--- src/sv/lali_pkg.sv ---
// Package for the link-aware LED indicator: operation, mode and power codes,
// configuration register indexes and reset values, and the shared structs.
// No dependencies.
package lali_pkg;

    localparam int TIME_BITS_DEF = 32;
    localparam int CFG_W         = 16;
    localparam int CFG_IDX_W     = 3;

    localparam logic [1:0] OP_TICK = 2'd0;
    localparam logic [1:0] OP_BEAT = 2'd1;
    localparam logic [1:0] OP_SYNC = 2'd2;
    localparam logic [1:0] OP_LED  = 2'd3;

    localparam logic [1:0] MODE_OFF   = 2'd0;
    localparam logic [1:0] MODE_ON    = 2'd1;
    localparam logic [1:0] MODE_BLINK = 2'd2;
    localparam logic [1:0] MODE_FADE  = 2'd3;

    localparam logic [1:0] PWR_ACTIVE  = 2'd0;
    localparam logic [1:0] PWR_LOW     = 2'd1;
    localparam logic [1:0] PWR_MINIMAL = 2'd2;

    localparam logic [CFG_IDX_W-1:0] CFG_OWN_NODE     = 3'd0;
    localparam logic [CFG_IDX_W-1:0] CFG_LINK_TIMEOUT = 3'd1;
    localparam logic [CFG_IDX_W-1:0] CFG_FADE_INC     = 3'd2;
    localparam logic [CFG_IDX_W-1:0] CFG_FADE_PERIOD  = 3'd3;
    localparam logic [CFG_IDX_W-1:0] CFG_SLOW_BLINK   = 3'd4;
    localparam logic [CFG_IDX_W-1:0] CFG_FAST_BLINK   = 3'd5;
    localparam logic [CFG_IDX_W-1:0] CFG_FAST_PHASE   = 3'd6;

    localparam logic [2:0]  OWN_NODE_RST     = 3'd1;
    localparam logic [15:0] LINK_TIMEOUT_RST = 16'd3000;
    localparam logic [7:0]  FADE_INC_RST     = 8'd5;
    localparam logic [9:0]  FADE_PERIOD_RST  = 10'd20;
    localparam logic [15:0] SLOW_BLINK_RST   = 16'd500;
    localparam logic [15:0] FAST_BLINK_RST   = 16'd100;
    localparam logic [15:0] FAST_PHASE_RST   = 16'd3000;

    localparam logic [7:0] LEVEL_MAX = 8'd255;
    localparam logic [2:0] NODE_MIN  = 3'd1;
    localparam logic [2:0] NODE_MAX  = 3'd4;

    typedef struct packed {
        logic [2:0]  own_node;
        logic [15:0] link_timeout_ms;
        logic [7:0]  fade_increment;
        logic [9:0]  fade_period_ms;
        logic [15:0] slow_blink_ms;
        logic [15:0] fast_blink_ms;
        logic [15:0] fast_phase_ms;
    } cfg_t;

    typedef struct packed {
        logic [1:0] operation;
        logic [7:0] msg_node;
        logic [7:0] sync_word;
        logic [1:0] led_mode_cmd;
    } item_t;

    typedef struct packed {
        logic [7:0] brightness;
        logic [1:0] power_mode;
        logic       link_up;
        logic       request_state;
        logic [1:0] led_mode;
    } res_t;

endpackage

--- src/sv/lali_item_if.sv ---
// Input item channel of the LED indicator: valid/ready handshake and payload.
// No dependencies.
interface lali_item_if;
    logic       valid;
    logic       ready;
    logic [1:0] operation;
    logic [7:0] msg_node;
    logic [7:0] sync_word;
    logic [1:0] led_mode_cmd;

    modport source (output valid, output operation, output msg_node, output sync_word,
                    output led_mode_cmd, input ready);
    modport sink (input valid, input operation, input msg_node, input sync_word,
                  input led_mode_cmd, output ready);
endinterface

--- src/sv/lali_result_if.sv ---
// Result item channel of the LED indicator: valid/ready handshake and payload.
// No dependencies.
interface lali_result_if;
    logic       valid;
    logic       ready;
    logic [7:0] brightness;
    logic [1:0] power_mode;
    logic       link_up;
    logic       request_state;
    logic [1:0] led_mode;

    modport source (output valid, output brightness, output power_mode, output link_up,
                    output request_state, output led_mode, input ready);
    modport sink (input valid, input brightness, input power_mode, input link_up,
                  input request_state, input led_mode, output ready);
endinterface

--- src/sv/lali_core.sv ---
// LED indicator state: millisecond clock, link state, LED mode and timers.
// Computes the next state and the result of one item. Depends on lali_pkg.
module lali_core #(
    parameter int TIME_BITS = lali_pkg::TIME_BITS_DEF
) (
    input  logic            clk,
    input  logic            rst_n,
    input  logic            step,
    input  lali_pkg::item_t item,
    input  lali_pkg::cfg_t  cfg,
    output lali_pkg::res_t  res
);
    import lali_pkg::*;

    logic [TIME_BITS-1:0] clock_ms_reg, clock_ms_next;
    logic [TIME_BITS-1:0] last_beat_ms_reg, last_beat_ms_next;
    logic [TIME_BITS-1:0] last_toggle_ms_reg, last_toggle_ms_next;
    logic [TIME_BITS-1:0] fast_start_ms_reg, fast_start_ms_next;
    logic [TIME_BITS-1:0] last_fade_ms_reg, last_fade_ms_next;
    logic [1:0] mode_reg, mode_next;
    logic [7:0] level_reg, level_next;
    logic [7:0] pwm_reg, pwm_next;
    logic [1:0] power_reg, power_next;
    logic fading_up_reg, fading_up_next;
    logic blink_lit_reg, blink_lit_next;
    logic in_fast_phase_reg, in_fast_phase_next;
    logic connected_reg, connected_next;

    logic [TIME_BITS-1:0] clk_inc;
    logic [TIME_BITS-1:0] beat_el;
    logic [TIME_BITS-1:0] fade_el;
    logic [TIME_BITS-1:0] fast_el;
    logic [TIME_BITS-1:0] toggle_el;
    logic [TIME_BITS-1:0] interval;
    logic       timeout;
    logic       fade_due;
    logic [1:0] mode_eff;
    logic [7:0] level_eff;
    logic       fading_eff;
    logic [8:0] level_sum;
    logic [7:0] fade_v;
    logic       request;
    logic       own_msg;
    logic       locked;
    logic [2:0] sel;

    assign clk_inc   = clock_ms_reg + 1'b1;
    assign beat_el   = clk_inc - last_beat_ms_reg;
    assign fade_el   = clk_inc - last_fade_ms_reg;
    assign fast_el   = clk_inc - fast_start_ms_reg;
    assign toggle_el = clk_inc - last_toggle_ms_reg;
    assign timeout   = connected_reg && (beat_el > TIME_BITS'(cfg.link_timeout_ms));
    assign own_msg   = item.msg_node == {5'd0, cfg.own_node};
    assign sel       = item.sync_word[6:4];
    assign locked    = (cfg.own_node inside {[NODE_MIN:NODE_MAX]}) &&
                       item.sync_word[2'(cfg.own_node - NODE_MIN)];

    always_comb
    begin
        clock_ms_next       = clock_ms_reg;
        last_beat_ms_next   = last_beat_ms_reg;
        last_toggle_ms_next = last_toggle_ms_reg;
        fast_start_ms_next  = fast_start_ms_reg;
        last_fade_ms_next   = last_fade_ms_reg;
        mode_next           = mode_reg;
        level_next          = level_reg;
        pwm_next            = pwm_reg;
        power_next          = power_reg;
        fading_up_next      = fading_up_reg;
        blink_lit_next      = blink_lit_reg;
        in_fast_phase_next  = in_fast_phase_reg;
        connected_next      = connected_reg;
        request             = 1'b0;
        interval            = TIME_BITS'(cfg.slow_blink_ms);

        mode_eff   = timeout ? MODE_FADE : mode_reg;
        level_eff  = timeout ? 8'd0 : level_reg;
        fading_eff = timeout ? 1'b1 : fading_up_reg;
        fade_due   = timeout ? (cfg.fade_period_ms == 10'd0)
                             : (fade_el >= TIME_BITS'(cfg.fade_period_ms));
        level_sum  = {1'b0, level_eff} + {1'b0, cfg.fade_increment};
        if (fading_eff)
        begin
            fade_v = level_sum[8] ? LEVEL_MAX : level_sum[7:0];
        end
        else
        begin
            fade_v = (level_eff > cfg.fade_increment) ? level_eff - cfg.fade_increment : 8'd0;
        end

        case (item.operation)
            OP_TICK:
            begin
                clock_ms_next = clk_inc;
                if (timeout)
                begin
                    connected_next    = 1'b0;
                    mode_next         = MODE_FADE;
                    level_next        = 8'd0;
                    fading_up_next    = 1'b1;
                    last_fade_ms_next = clk_inc;
                    power_next        = PWR_MINIMAL;
                end
                case (mode_eff)
                    MODE_ON:
                    begin
                        pwm_next = LEVEL_MAX;
                    end
                    MODE_OFF:
                    begin
                        pwm_next = 8'd0;
                    end
                    MODE_FADE:
                    begin
                        if (fade_due)
                        begin
                            last_fade_ms_next = clk_inc;
                            level_next        = fade_v;
                            pwm_next          = fade_v;
                            if (fade_v == 8'd0)
                            begin
                                fading_up_next = 1'b1;
                            end
                            else if (fade_v == LEVEL_MAX)
                            begin
                                fading_up_next = 1'b0;
                            end
                            else
                            begin
                                fading_up_next = fading_eff;
                            end
                        end
                    end
                    default:
                    begin
                        if (in_fast_phase_reg)
                        begin
                            if (fast_el >= TIME_BITS'(cfg.fast_phase_ms))
                            begin
                                in_fast_phase_next = 1'b0;
                            end
                            else
                            begin
                                interval = TIME_BITS'(cfg.fast_blink_ms);
                            end
                        end
                        if (toggle_el >= interval)
                        begin
                            blink_lit_next      = !blink_lit_reg;
                            pwm_next            = blink_lit_reg ? 8'd0 : LEVEL_MAX;
                            last_toggle_ms_next = clk_inc;
                        end
                    end
                endcase
            end
            OP_BEAT:
            begin
                last_beat_ms_next = clock_ms_reg;
                if (!connected_reg)
                begin
                    connected_next = 1'b1;
                    request        = 1'b1;
                end
            end
            OP_SYNC:
            begin
                if (own_msg)
                begin
                    if (sel == cfg.own_node)
                    begin
                        mode_next           = MODE_BLINK;
                        last_toggle_ms_next = clock_ms_reg;
                        in_fast_phase_next  = 1'b1;
                        fast_start_ms_next  = clock_ms_reg;
                        power_next          = PWR_LOW;
                    end
                    else if (sel == 3'd0 || (item.sync_word[7] && !locked))
                    begin
                        mode_next  = MODE_ON;
                        power_next = PWR_ACTIVE;
                    end
                    else
                    begin
                        mode_next  = MODE_OFF;
                        power_next = PWR_LOW;
                    end
                end
            end
            default:
            begin
                if (own_msg)
                begin
                    case (item.led_mode_cmd)
                        MODE_ON:
                        begin
                            mode_next      = MODE_ON;
                            pwm_next       = LEVEL_MAX;
                            blink_lit_next = 1'b1;
                            power_next     = PWR_ACTIVE;
                        end
                        MODE_OFF:
                        begin
                            mode_next      = MODE_OFF;
                            pwm_next       = 8'd0;
                            blink_lit_next = 1'b0;
                            power_next     = PWR_LOW;
                        end
                        MODE_BLINK:
                        begin
                            mode_next           = MODE_BLINK;
                            last_toggle_ms_next = clock_ms_reg;
                            in_fast_phase_next  = 1'b1;
                            fast_start_ms_next  = clock_ms_reg;
                            power_next          = PWR_LOW;
                        end
                        default:
                        begin
                            mode_next         = MODE_FADE;
                            level_next        = 8'd0;
                            fading_up_next    = 1'b1;
                            last_fade_ms_next = clock_ms_reg;
                            power_next        = PWR_MINIMAL;
                        end
                    endcase
                end
            end
        endcase
    end

    always_ff @(posedge clk or negedge rst_n)
    begin
        if (!rst_n)
        begin
            clock_ms_reg       <= '0;
            last_beat_ms_reg   <= '0;
            last_toggle_ms_reg <= '0;
            fast_start_ms_reg  <= '0;
            last_fade_ms_reg   <= '0;
            mode_reg           <= MODE_FADE;
            level_reg          <= 8'd0;
            pwm_reg            <= 8'd0;
            power_reg          <= PWR_MINIMAL;
            fading_up_reg      <= 1'b1;
            blink_lit_reg      <= 1'b0;
            in_fast_phase_reg  <= 1'b0;
            connected_reg      <= 1'b0;
        end
        else if (step)
        begin
            clock_ms_reg       <= clock_ms_next;
            last_beat_ms_reg   <= last_beat_ms_next;
            last_toggle_ms_reg <= last_toggle_ms_next;
            fast_start_ms_reg  <= fast_start_ms_next;
            last_fade_ms_reg   <= last_fade_ms_next;
            mode_reg           <= mode_next;
            level_reg          <= level_next;
            pwm_reg            <= pwm_next;
            power_reg          <= power_next;
            fading_up_reg      <= fading_up_next;
            blink_lit_reg      <= blink_lit_next;
            in_fast_phase_reg  <= in_fast_phase_next;
            connected_reg      <= connected_next;
        end
    end

    assign res.brightness    = pwm_next;
    assign res.power_mode    = power_next;
    assign res.link_up       = connected_next;
    assign res.request_state = request;
    assign res.led_mode      = mode_next;

`ifndef SYNTHESIS
    a_request_link: assert property (@(posedge clk) disable iff (!rst_n)
        step && res.request_state |-> res.link_up)
        else $error("state request without link");
    a_on_full: assert property (@(posedge clk) disable iff (!rst_n)
        step && item.operation == OP_TICK && mode_reg == MODE_ON && !timeout
        |=> pwm_reg == LEVEL_MAX)
        else $error("on mode tick did not drive full brightness");
    a_timeout_fade: assert property (@(posedge clk) disable iff (!rst_n)
        step && item.operation == OP_TICK && timeout
        |=> mode_reg == MODE_FADE && !connected_reg && power_reg == PWR_MINIMAL)
        else $error("link loss did not enter fade");
`endif

endmodule

--- src/sv/link_aware_led_indicator.sv ---
// Link-aware LED indicator top level: configuration registers, input item
// register and result register around lali_core. Depends on lali_pkg,
// lali_item_if, lali_result_if and lali_core.
// An accepted item waits in the input item register; its result is held in the result register, which drives valid.
// Throughput: one item per cycle; a waiting result holds the input register and stalls input.
// Reset: asynchronous, clears both stages, loads register defaults, enters fade.
module link_aware_led_indicator #(
    parameter int TIME_BITS = lali_pkg::TIME_BITS_DEF
) (
    input  logic                           clk,
    input  logic                           rst_n,
    lali_item_if.sink                      items,
    lali_result_if.source                  results,
    input  logic                           cfg_write,
    input  logic [lali_pkg::CFG_IDX_W-1:0] cfg_index,
    input  logic [lali_pkg::CFG_W-1:0]     cfg_data
);
    import lali_pkg::*;

    cfg_t  cfg_reg;
    item_t item_reg;
    res_t  res_reg;
    res_t  res_next;
    logic  s1_valid_reg;
    logic  out_valid_reg;
    logic  step;

    assign step        = s1_valid_reg && (!out_valid_reg || results.ready);
    assign items.ready = !s1_valid_reg || step;

    always_ff @(posedge clk or negedge rst_n)
    begin
        if (!rst_n)
        begin
            cfg_reg.own_node        <= OWN_NODE_RST;
            cfg_reg.link_timeout_ms <= LINK_TIMEOUT_RST;
            cfg_reg.fade_increment  <= FADE_INC_RST;
            cfg_reg.fade_period_ms  <= FADE_PERIOD_RST;
            cfg_reg.slow_blink_ms   <= SLOW_BLINK_RST;
            cfg_reg.fast_blink_ms   <= FAST_BLINK_RST;
            cfg_reg.fast_phase_ms   <= FAST_PHASE_RST;
        end
        else if (cfg_write)
        begin
            case (cfg_index)
                CFG_OWN_NODE:     cfg_reg.own_node        <= cfg_data[2:0];
                CFG_LINK_TIMEOUT: cfg_reg.link_timeout_ms <= cfg_data;
                CFG_FADE_INC:     cfg_reg.fade_increment  <= cfg_data[7:0];
                CFG_FADE_PERIOD:  cfg_reg.fade_period_ms  <= cfg_data[9:0];
                CFG_SLOW_BLINK:   cfg_reg.slow_blink_ms   <= cfg_data;
                CFG_FAST_BLINK:   cfg_reg.fast_blink_ms   <= cfg_data;
                CFG_FAST_PHASE:   cfg_reg.fast_phase_ms   <= cfg_data;
                default:          cfg_reg                 <= cfg_reg;
            endcase
        end
    end

    always_ff @(posedge clk or negedge rst_n)
    begin
        if (!rst_n)
        begin
            s1_valid_reg  <= 1'b0;
            out_valid_reg <= 1'b0;
        end
        else
        begin
            if (items.valid && items.ready)
            begin
                s1_valid_reg <= 1'b1;
            end
            else if (step)
            begin
                s1_valid_reg <= 1'b0;
            end
            if (step)
            begin
                out_valid_reg <= 1'b1;
            end
            else if (results.ready)
            begin
                out_valid_reg <= 1'b0;
            end
        end
    end

    always_ff @(posedge clk)
    begin
        if (items.valid && items.ready)
        begin
            item_reg.operation    <= items.operation;
            item_reg.msg_node     <= items.msg_node;
            item_reg.sync_word    <= items.sync_word;
            item_reg.led_mode_cmd <= items.led_mode_cmd;
        end
        if (step)
        begin
            res_reg <= res_next;
        end
    end

    lali_core #(
        .TIME_BITS (TIME_BITS)
    ) u_core (
        .clk   (clk),
        .rst_n (rst_n),
        .step  (step),
        .item  (item_reg),
        .cfg   (cfg_reg),
        .res   (res_next)
    );

    assign results.valid         = out_valid_reg;
    assign results.brightness    = res_reg.brightness;
    assign results.power_mode    = res_reg.power_mode;
    assign results.link_up       = res_reg.link_up;
    assign results.request_state = res_reg.request_state;
    assign results.led_mode      = res_reg.led_mode;

`ifndef SYNTHESIS
    a_accept_held: assert property (@(posedge clk) disable iff (!rst_n)
        items.valid && items.ready |=> s1_valid_reg)
        else $error("accepted item not held");
    a_stage_kept: assert property (@(posedge clk) disable iff (!rst_n)
        s1_valid_reg && !step |=> s1_valid_reg)
        else $error("waiting item dropped");
    a_result_shown: assert property (@(posedge clk) disable iff (!rst_n)
        step |=> out_valid_reg)
        else $error("result not presented");
    a_no_overwrite: assert property (@(posedge clk) disable iff (!rst_n)
        out_valid_reg && !results.ready |-> !step)
        else $error("pending result overwritten");
`endif

endmodule
--- src/flat_wrapper.sv ---
// flat-port wrapper written by rule: the top's interface ports become plain ports
module link_aware_led_indicator_flat import lali_pkg::*;
#(
    parameter int TIME_BITS = lali_pkg::TIME_BITS_DEF
)
  (clk, rst_n, cfg_write, cfg_index, cfg_data, items_valid, items_operation, items_msg_node, items_sync_word, items_led_mode_cmd, items_ready, results_valid, results_brightness, results_power_mode, results_link_up, results_request_state, results_led_mode, results_ready);
  lali_item_if items_i ();
  lali_result_if results_i ();
  input  logic clk;
  input  logic rst_n;
  input  logic cfg_write;
  input  logic [lali_pkg::CFG_IDX_W-1:0] cfg_index;
  input  logic [lali_pkg::CFG_W-1:0] cfg_data;
  input wire logic [$bits(items_i.valid)-1:0] items_valid;
  input wire logic [$bits(items_i.operation)-1:0] items_operation;
  input wire logic [$bits(items_i.msg_node)-1:0] items_msg_node;
  input wire logic [$bits(items_i.sync_word)-1:0] items_sync_word;
  input wire logic [$bits(items_i.led_mode_cmd)-1:0] items_led_mode_cmd;
  output wire logic [$bits(items_i.ready)-1:0] items_ready;
  output wire logic [$bits(results_i.valid)-1:0] results_valid;
  output wire logic [$bits(results_i.brightness)-1:0] results_brightness;
  output wire logic [$bits(results_i.power_mode)-1:0] results_power_mode;
  output wire logic [$bits(results_i.link_up)-1:0] results_link_up;
  output wire logic [$bits(results_i.request_state)-1:0] results_request_state;
  output wire logic [$bits(results_i.led_mode)-1:0] results_led_mode;
  input wire logic [$bits(results_i.ready)-1:0] results_ready;
  assign items_i.valid = items_valid;
  assign items_i.operation = items_operation;
  assign items_i.msg_node = items_msg_node;
  assign items_i.sync_word = items_sync_word;
  assign items_i.led_mode_cmd = items_led_mode_cmd;
  assign items_ready = items_i.ready;
  assign results_valid = results_i.valid;
  assign results_brightness = results_i.brightness;
  assign results_power_mode = results_i.power_mode;
  assign results_link_up = results_i.link_up;
  assign results_request_state = results_i.request_state;
  assign results_led_mode = results_i.led_mode;
  assign results_i.ready = results_ready;
  link_aware_led_indicator #(.TIME_BITS(TIME_BITS)) u_core (.clk(clk), .rst_n(rst_n), .items(items_i), .results(results_i), .cfg_write(cfg_write), .cfg_index(cfg_index), .cfg_data(cfg_data));
endmodule
--- config.mk ---
export PLATFORM = sky130hd
export DESIGN_NAME = link_aware_led_indicator_flat
export DESIGN_NICKNAME = d
export VERILOG_FILES = /design/src/sv/lali_pkg.sv /design/src/sv/lali_item_if.sv /design/src/sv/lali_result_if.sv /design/src/sv/lali_core.sv /design/src/sv/link_aware_led_indicator.sv /design/src/flat_wrapper.sv
export SDC_FILE = /design/constraint.sdc
export NUM_CORES = 1
export LEC_CHECK = 0
export ABC_AREA = 1
export BUFFER_PORTS_ARGS = -buffer_cell sky130_fd_sc_hd__buf_2
export CAP_MARGIN = 15
export CORE_ASPECT_RATIO = 2
export CORE_UTILIZATION = 40
export DETAILED_ROUTE_END_ITERATION = 16
export GPL_TIMING_DRIVEN = 0
export SETUP_SLACK_MARGIN = 0.02
export SYNTH_ARGS = -nofsm -noshare
export SYNTH_HDL_FRONTEND = slang
export SYNTH_SLANG_ARGS = --single-unit
--- constraint.sdc ---
create_clock -name clk -period 8.1 [get_ports clk]
set_input_delay 1.62 -clock clk [delete_from_list [all_inputs] [get_ports clk]]
set_output_delay 1.62 -clock clk [all_outputs]
set_load 0.02 [all_outputs]
---- After elaboration in Yosys (flattened, before gate mapping) ----
Index checks and enable logic that the tools add are counted.
storage, ports and cells
  flip-flop bits (word level) ............. 305
  latch bits .............................. 0
  memory bits (writable) .................. 0
  ROM bits ................................ 0
  input bits .............................. 44
  output and inout bits ................... 16
  word-level logic and storage cells ...... 194
  memories kept ........................... 0
operators by class
  add/subtract/negate cells ............... 8
  $mul .................................... 0
  div/mod/pow operators ................... 0
  magnitude comparators ................... 8
  equal/unequal tests ..................... 20
  shift operators ......................... 0
  muxes and demuxes ....................... 79
  bitwise gates (word level) .............. 3
  reduce and logical (&&, ||, !) cells .... 45
operator list
  kind                   count
  $mux 32                13
  $pmux 32 s2            2
  $sub 32x32->32         4
  $mux 8                 12
  $pmux 32 s3            1
  $pmux 8 s2             3
  $add 32x1->32 const B  1
  $ge 32x10->1           1
  $ge 32x16->1           1
  $ge 32x32->1           1
  $gt 32x16->1           1
  $mux 16                2
  $mux 1                 28
  $pmux 8 s3             1
  $pmux 2 s3             3
  $reduce_and 2->1       9
  $mux 2                 7
  $logic_not 10->1       1
  $add 8x8->9            1
  $eq 3x3->1 const B     3
  $eq 8x3->1             1
  $eq 8x8->1 const B     1
  $gt 8x8->1             1
  $logic_not 8->1        1
  31 further kinds       64

---- Longest topological paths before layout ----
  word-level depth ........................ 14
  depth in mapped cells ................... 63
  gate-level depth less buffers ........... 62

---- Hierarchy ----
From an unflattened synthesis, not the netlist that was laid out.
unflattened totals
  cells, all modules ...................... 3902
  area total of the unflattened synthesis .. 25680.9 µm²
modules (own cells, without submodules)
  module                    times used  cells each  area each (µm²)  seq. area each (µm²)
  lali_core                 1           3479        21161.5          4609.4
  link_aware_led_indicator  1           423         4519.3           3233.1

---- Worst setup path before layout ----
Ideal clock, no wire load.
  path kind ............................... register to register
  start point ............................. register u_core.u_core.clock_ms_reg[0]
  end point ............................... register u_core.u_core.fading_up_reg
  setup time .............................. 75 ps
  arrival ................................. 6498 ps
  required time ........................... 8025 ps
  slack ................................... 1527 ps
  stages on the path, launching flop included .. 56
  path buffers ............................ 1
  clock period less this slack ............ 6573 ps
  cell sequence ........................... dfrtp_1 ha_1 nand2_1 inv_1 nand2_1 nor2_1 nand4_1 nor2_1 nand2_1 nor2_1 nand2_1 nor3_2 nand3_1 nor2_1 nand2_1 nor2_1 nand2_1 xor2_1 [... 20 more ...] nand2_1 nand2_1 a21oi_1 nor2_1 nor2_1 o21bai_1 nand2_1 inv_1 nand3_1 nand3b_1 nand2_1 nand2_1 nor2_1 nand2_1 nand2_1 nand3_1 nor2_1 nor2_1
between the ends
  longest elaborated chain between the ends .. 14
RTL lines
  item                                 RTL line                          source
  start, declared                      lali_core.sv:15                   logic [TIME_BITS-1:0] clock_ms_reg, clock_ms_next;
  start signal, assigned               lali_core.sv:250                  clock_ms_reg <= clock_ms_next;
  $add 32x1->32 (*)                    lali_core.sv:47                   assign clk_inc = clock_ms_reg + 1'b1;
  named net u_core.u_core.clk_inc[28]  lali_core.sv:29                   logic [TIME_BITS-1:0] clk_inc;
  $sub 32x32->32                       lali_core.sv:48                   assign beat_el = clk_inc - last_beat_ms_reg;
  $gt 32x16->1                         lali_core.sv:52                   assign timeout = connected_reg && (beat_el > TIME_BITS'(cfg.link_timeout_ms));
  $logic_and 1x1->1                    lali_core.sv:52
  $mux 8                               lali_core.sv:77                   level_eff = timeout ? 8'd0 : level_reg;
  $sub 8x8->8 (tied with other cells)  lali_core.sv:88                   fade_v = (level_eff > cfg.fade_increment) ? level_eff - cfg.fade_increment : 8'd0;
  $mux 8, on equally long branches     lali_core.sv:88, lali_core.sv:84
  $mux 8                               lali_core.sv:82                   if (fading_eff)
  $eq 8x8->1                           lali_core.sv:124                  else if (fade_v == LEVEL_MAX)
  $mux 1                               lali_core.sv:124
  $mux 1                               lali_core.sv:120                  if (fade_v == 8'd0)
  $mux 1                               lali_core.sv:115                  if (fade_due)
  $mux 1 (*)                           lali_core.sv:104                  case (mode_eff)
  $pmux 1 s2 (*)                       lali_core.sv:91                   case (item.operation)
  end signal, assigned                 lali_core.sv:259                  fading_up_reg <= fading_up_next;
  end, declared                        lali_core.sv:24                   logic fading_up_reg, fading_up_next;
Mark *: on every way through the listed nets, which the timed path passes. The rest lies on a longest branch.
A chain may end at the register's enable or synchronous reset.

==> impl_metrics.json <==
{
  "netSwitchingFraction_pct": 50.1,
  "synth_flop_cell": "dfrtp_1",
  "p_clk_share_pct": 15.2,
  "max_freq_mhz": 129,
  "gp_congestion": 0.955,
  "synthTopCellsByArea": "dfrtp_1 (24%), nand2_1 (18%), ha_1 (10%)",
  "synth_edf_count": 34,
  "synth_top_area_share_pct": 23.7,
  "die_area_um2": 64100,
  "drc": 0,
  "seqPwrFrac_pct": 21.3,
  "fin_util_pct": 46.1,
  "first_iter_violations": 1203,
  "die_x_um": 179,
  "worst_ep_arrival_time_ns": 8.18,
  "critPathMaxStageDelay_ns": 0.79,
  "postSynth.asyncResetShare_pct": 88.9,
  "crit_required_ns": 8.55,
  "core_area_um2": 62100,
  "clock_latency_ns": 0.61,
  "die_h_um": 357,
  "p_per_area_nw_per_um2": 348,
  "start_kind": "register",
  "slew_headroom_pct": 15.7,
  "syn_area_per_cell_um2": 6.69,
  "synth_commonest_cells": "nand2_1 (1184), inv_1 (626), o21ai_0 (339), nor2_1 (248), dfrtp_1 (239)",
  "clock_sinks": 305,
  "holdWs_ns": 0.484,
  "grt_start_max_net_pins": 112,
  "h-tree-depth": 1,
  "finalSetupViolations": 0,
  "antenna_found_initial": 0,
  "tightest_slew_ns": 1.26,
  "min_path_type": "register to register",
  "grt_overflow": 0,
  "rows": 129,
  "routed_wl_mm": 89.6,
  "start_util_pct": 40.6,
  "dr.pass1.iters": 5,
  "finalCriticalPeriod_ns": 7.73,
  "crit_path_end_kind": "register",
  "diodes": 0,
  "largest_reg_flops": 85,
  "drive_gt1_share_pct": 9.85,
  "hold_violations": 0,
  "ant_nets": 0,
  "ys_ff_latch": 305,
  "yosysMostFrequentCell": "nand2_1",
  "crit_type": "register to register",
  "finalCritPeriodShare_pct": 95.4,
  "io_buffers": 59,
  "maxSlewViolCount": 0,
  "drv_cap": 0,
  "dp_hpwl_mm": 73.2,
  "p_sw_mw": 4.99,
  "ios": 60,
  "synth-seq-area-share_pct": 31.1,
  "internal_power_mw": 4.97,
  "netlist_area_um2": 25200,
  "grt_usage_pct": 27.7,
  "yosysWarnings": 0,
  "irDropWorstVdd_v": 0.000219,
  "clock_skew_ns": 0.0124,
  "cts_buffers": 30,
  "wl_per_cell_um": 19.0,
  "synthDistinctLibCells": 61,
  "grt_first_pass_wirelength_mm": 134,
  "p_leak_nw": 14.7,
  "cpMostUsedCell": "nand2_1",
  "vias": 24600,
  "synth_top_area_cell": "dfrtp_1",
  "clock_path_buffers": 3,
  "syn_to_final_growth_pct": 13.6,
  "syn_nets": 4020,
  "cpMaxStageDelayCell": "nor2_1",
  "syn_inst": 3765,
  "via_per_inst": 5.23,
  "setup_tns_ns": 0,
  "cts_tree": "built",
  "clk_pin_slew_ns": 0.07,
  "grt_pass1_vias": 24000,
  "cts_root_buf": "clkbuf_16",
  "comb_power_share_pct": 63.5,
  "cp_max_fo": 8,
  "nets": 4159,
  "total_power_mw": 9.97,
  "outcome": "finished, final reports clean"
}
## path summary, 6_finish.rpt
| kind | start | endpoint | slack (ns) | depth (start not counted) |
|---|---|---|---|---|
| worst max-delay path | u_core.u_core.clock_ms_reg[0] | u_core.results.brightness[0] | 0.37 | 47 |
| worst min-delay path | u_core.cfg_reg[19] | u_core.cfg_reg[19] | 0.48 | 2 |
| worst max register to register | u_core.u_core.clock_ms_reg[0] | u_core.results.brightness[0] | 0.37 | 47 |
| worst min register to register | u_core.cfg_reg[19] | u_core.cfg_reg[19] | 0.48 | 2 |
| max in group asynchronous | rst_n | u_core.u_core.clock_ms_reg[0] | 5.65 | 3 |
| min in group asynchronous | rst_n | u_core.cfg_reg[76] | 0.95 | 1 |
## what timing repair did
item / in CTS / in global routing
gates resized for setup: 49 / 108
hold buffers: 0 / 0
pin swaps: 5 / 35
endpoints found under the setup margin: 58 / 58
hold endpoints to repair: 0 / 0
buffers inserted: 14 / 33
## cells in the final DEF (no fill, tap or decap), drive strengths merged, types with 11 or more instances in the layout
cell type	instances
nand3b	20
dfrtp	239
o211ai	16
clkbuf	93
a21boi	14
o21ai	384
xor2	80
nand2	1198
ha	205
a21oi	212
buf	135
dfstp	32
clkinv	11
o21bai	16
edfxtp	34
nor2	256
xnor2	25
nand3	154
a21o	13
nor3	40
nand4	37
inv	625
## critical path: cells and delay by family (launching register included)
kind | cells | cell delay [ns]
AO/OA/AOI/OAI | 11 | 1.74
XOR/XNOR | 1 | 0.16
adder cells (fa/ha/maj) | 3 | 0.86
buffers and inverters | 3 | 0.29
flip-flops | 1 | 0.45
AND/OR/NAND/NOR | 29 | 4.07
## layout make-up
cell class / instances / area [um2]
clock inverters: 19 / 216
well taps: 786 / 983
multi-input cells: 2745 / 15200
fillers: 6443 / 33500
repair buffers: 109 / 762
clock buffers: 37 / 808
plain buffers: 82 / 389
inverters: 631 / 2410
flip-flops and latches: 305 / 7850
## per-layer routing
layer  GRT usage [%]  part of all wire (%)
met4            26.9                    11
met2            52.7                    52
met3            1.95                   2.9
met1            26.0                    34
met5               0                     0
## metrics by stage
stage                     instance area, um2  cells  worst slack, ns
after floorplan                        25200   3765             1.53
final                                  28600   4714            0.370
after global routing                   28600   4714          -0.0735
after detailed placement               26600   4613            -1.48
after global placement                 26500   4610            -1.54
after CTS                              27900   4682           0.0221
## kinds of logic (layout without fill, tap and decap cells)
| logic type | Yosys count | in the layout | synth area share (%) |
|---|---|---|---|
| buf+inv | 715 | 878 | 10.9 |
| compound gates | 694 | 694 | 15.1 |
| flops | 305 | 305 | 31.1 |
| fa+ha+maj | 211 | 211 | 10.7 |
| simple gates | 1727 | 1727 | 28.2 |
| mux | 8 | 8 | 0.318 |
| xor+xnor | 105 | 105 | 3.65 |
## power by group through the flow
| stage | Sequential, mW | Clock (mW) | Combinational (mW) |
|---|---|---|---|
| 5_1_grt | 2.15 | 1.58 | 7.18 |
| 3_3_place_gp | 2.15 | 0 | 5.86 |
| 3_5_place_dp | 2.15 | 0 | 5.93 |
| 2_1_floorplan | 2.08 | 0 | 4.39 |
| 6_report | 2.13 | 1.51 | 6.33 |
| 4_1_cts | 2.12 | 1.53 | 6.06 |
No activity file was read; power rests on OpenSTA's default activity.
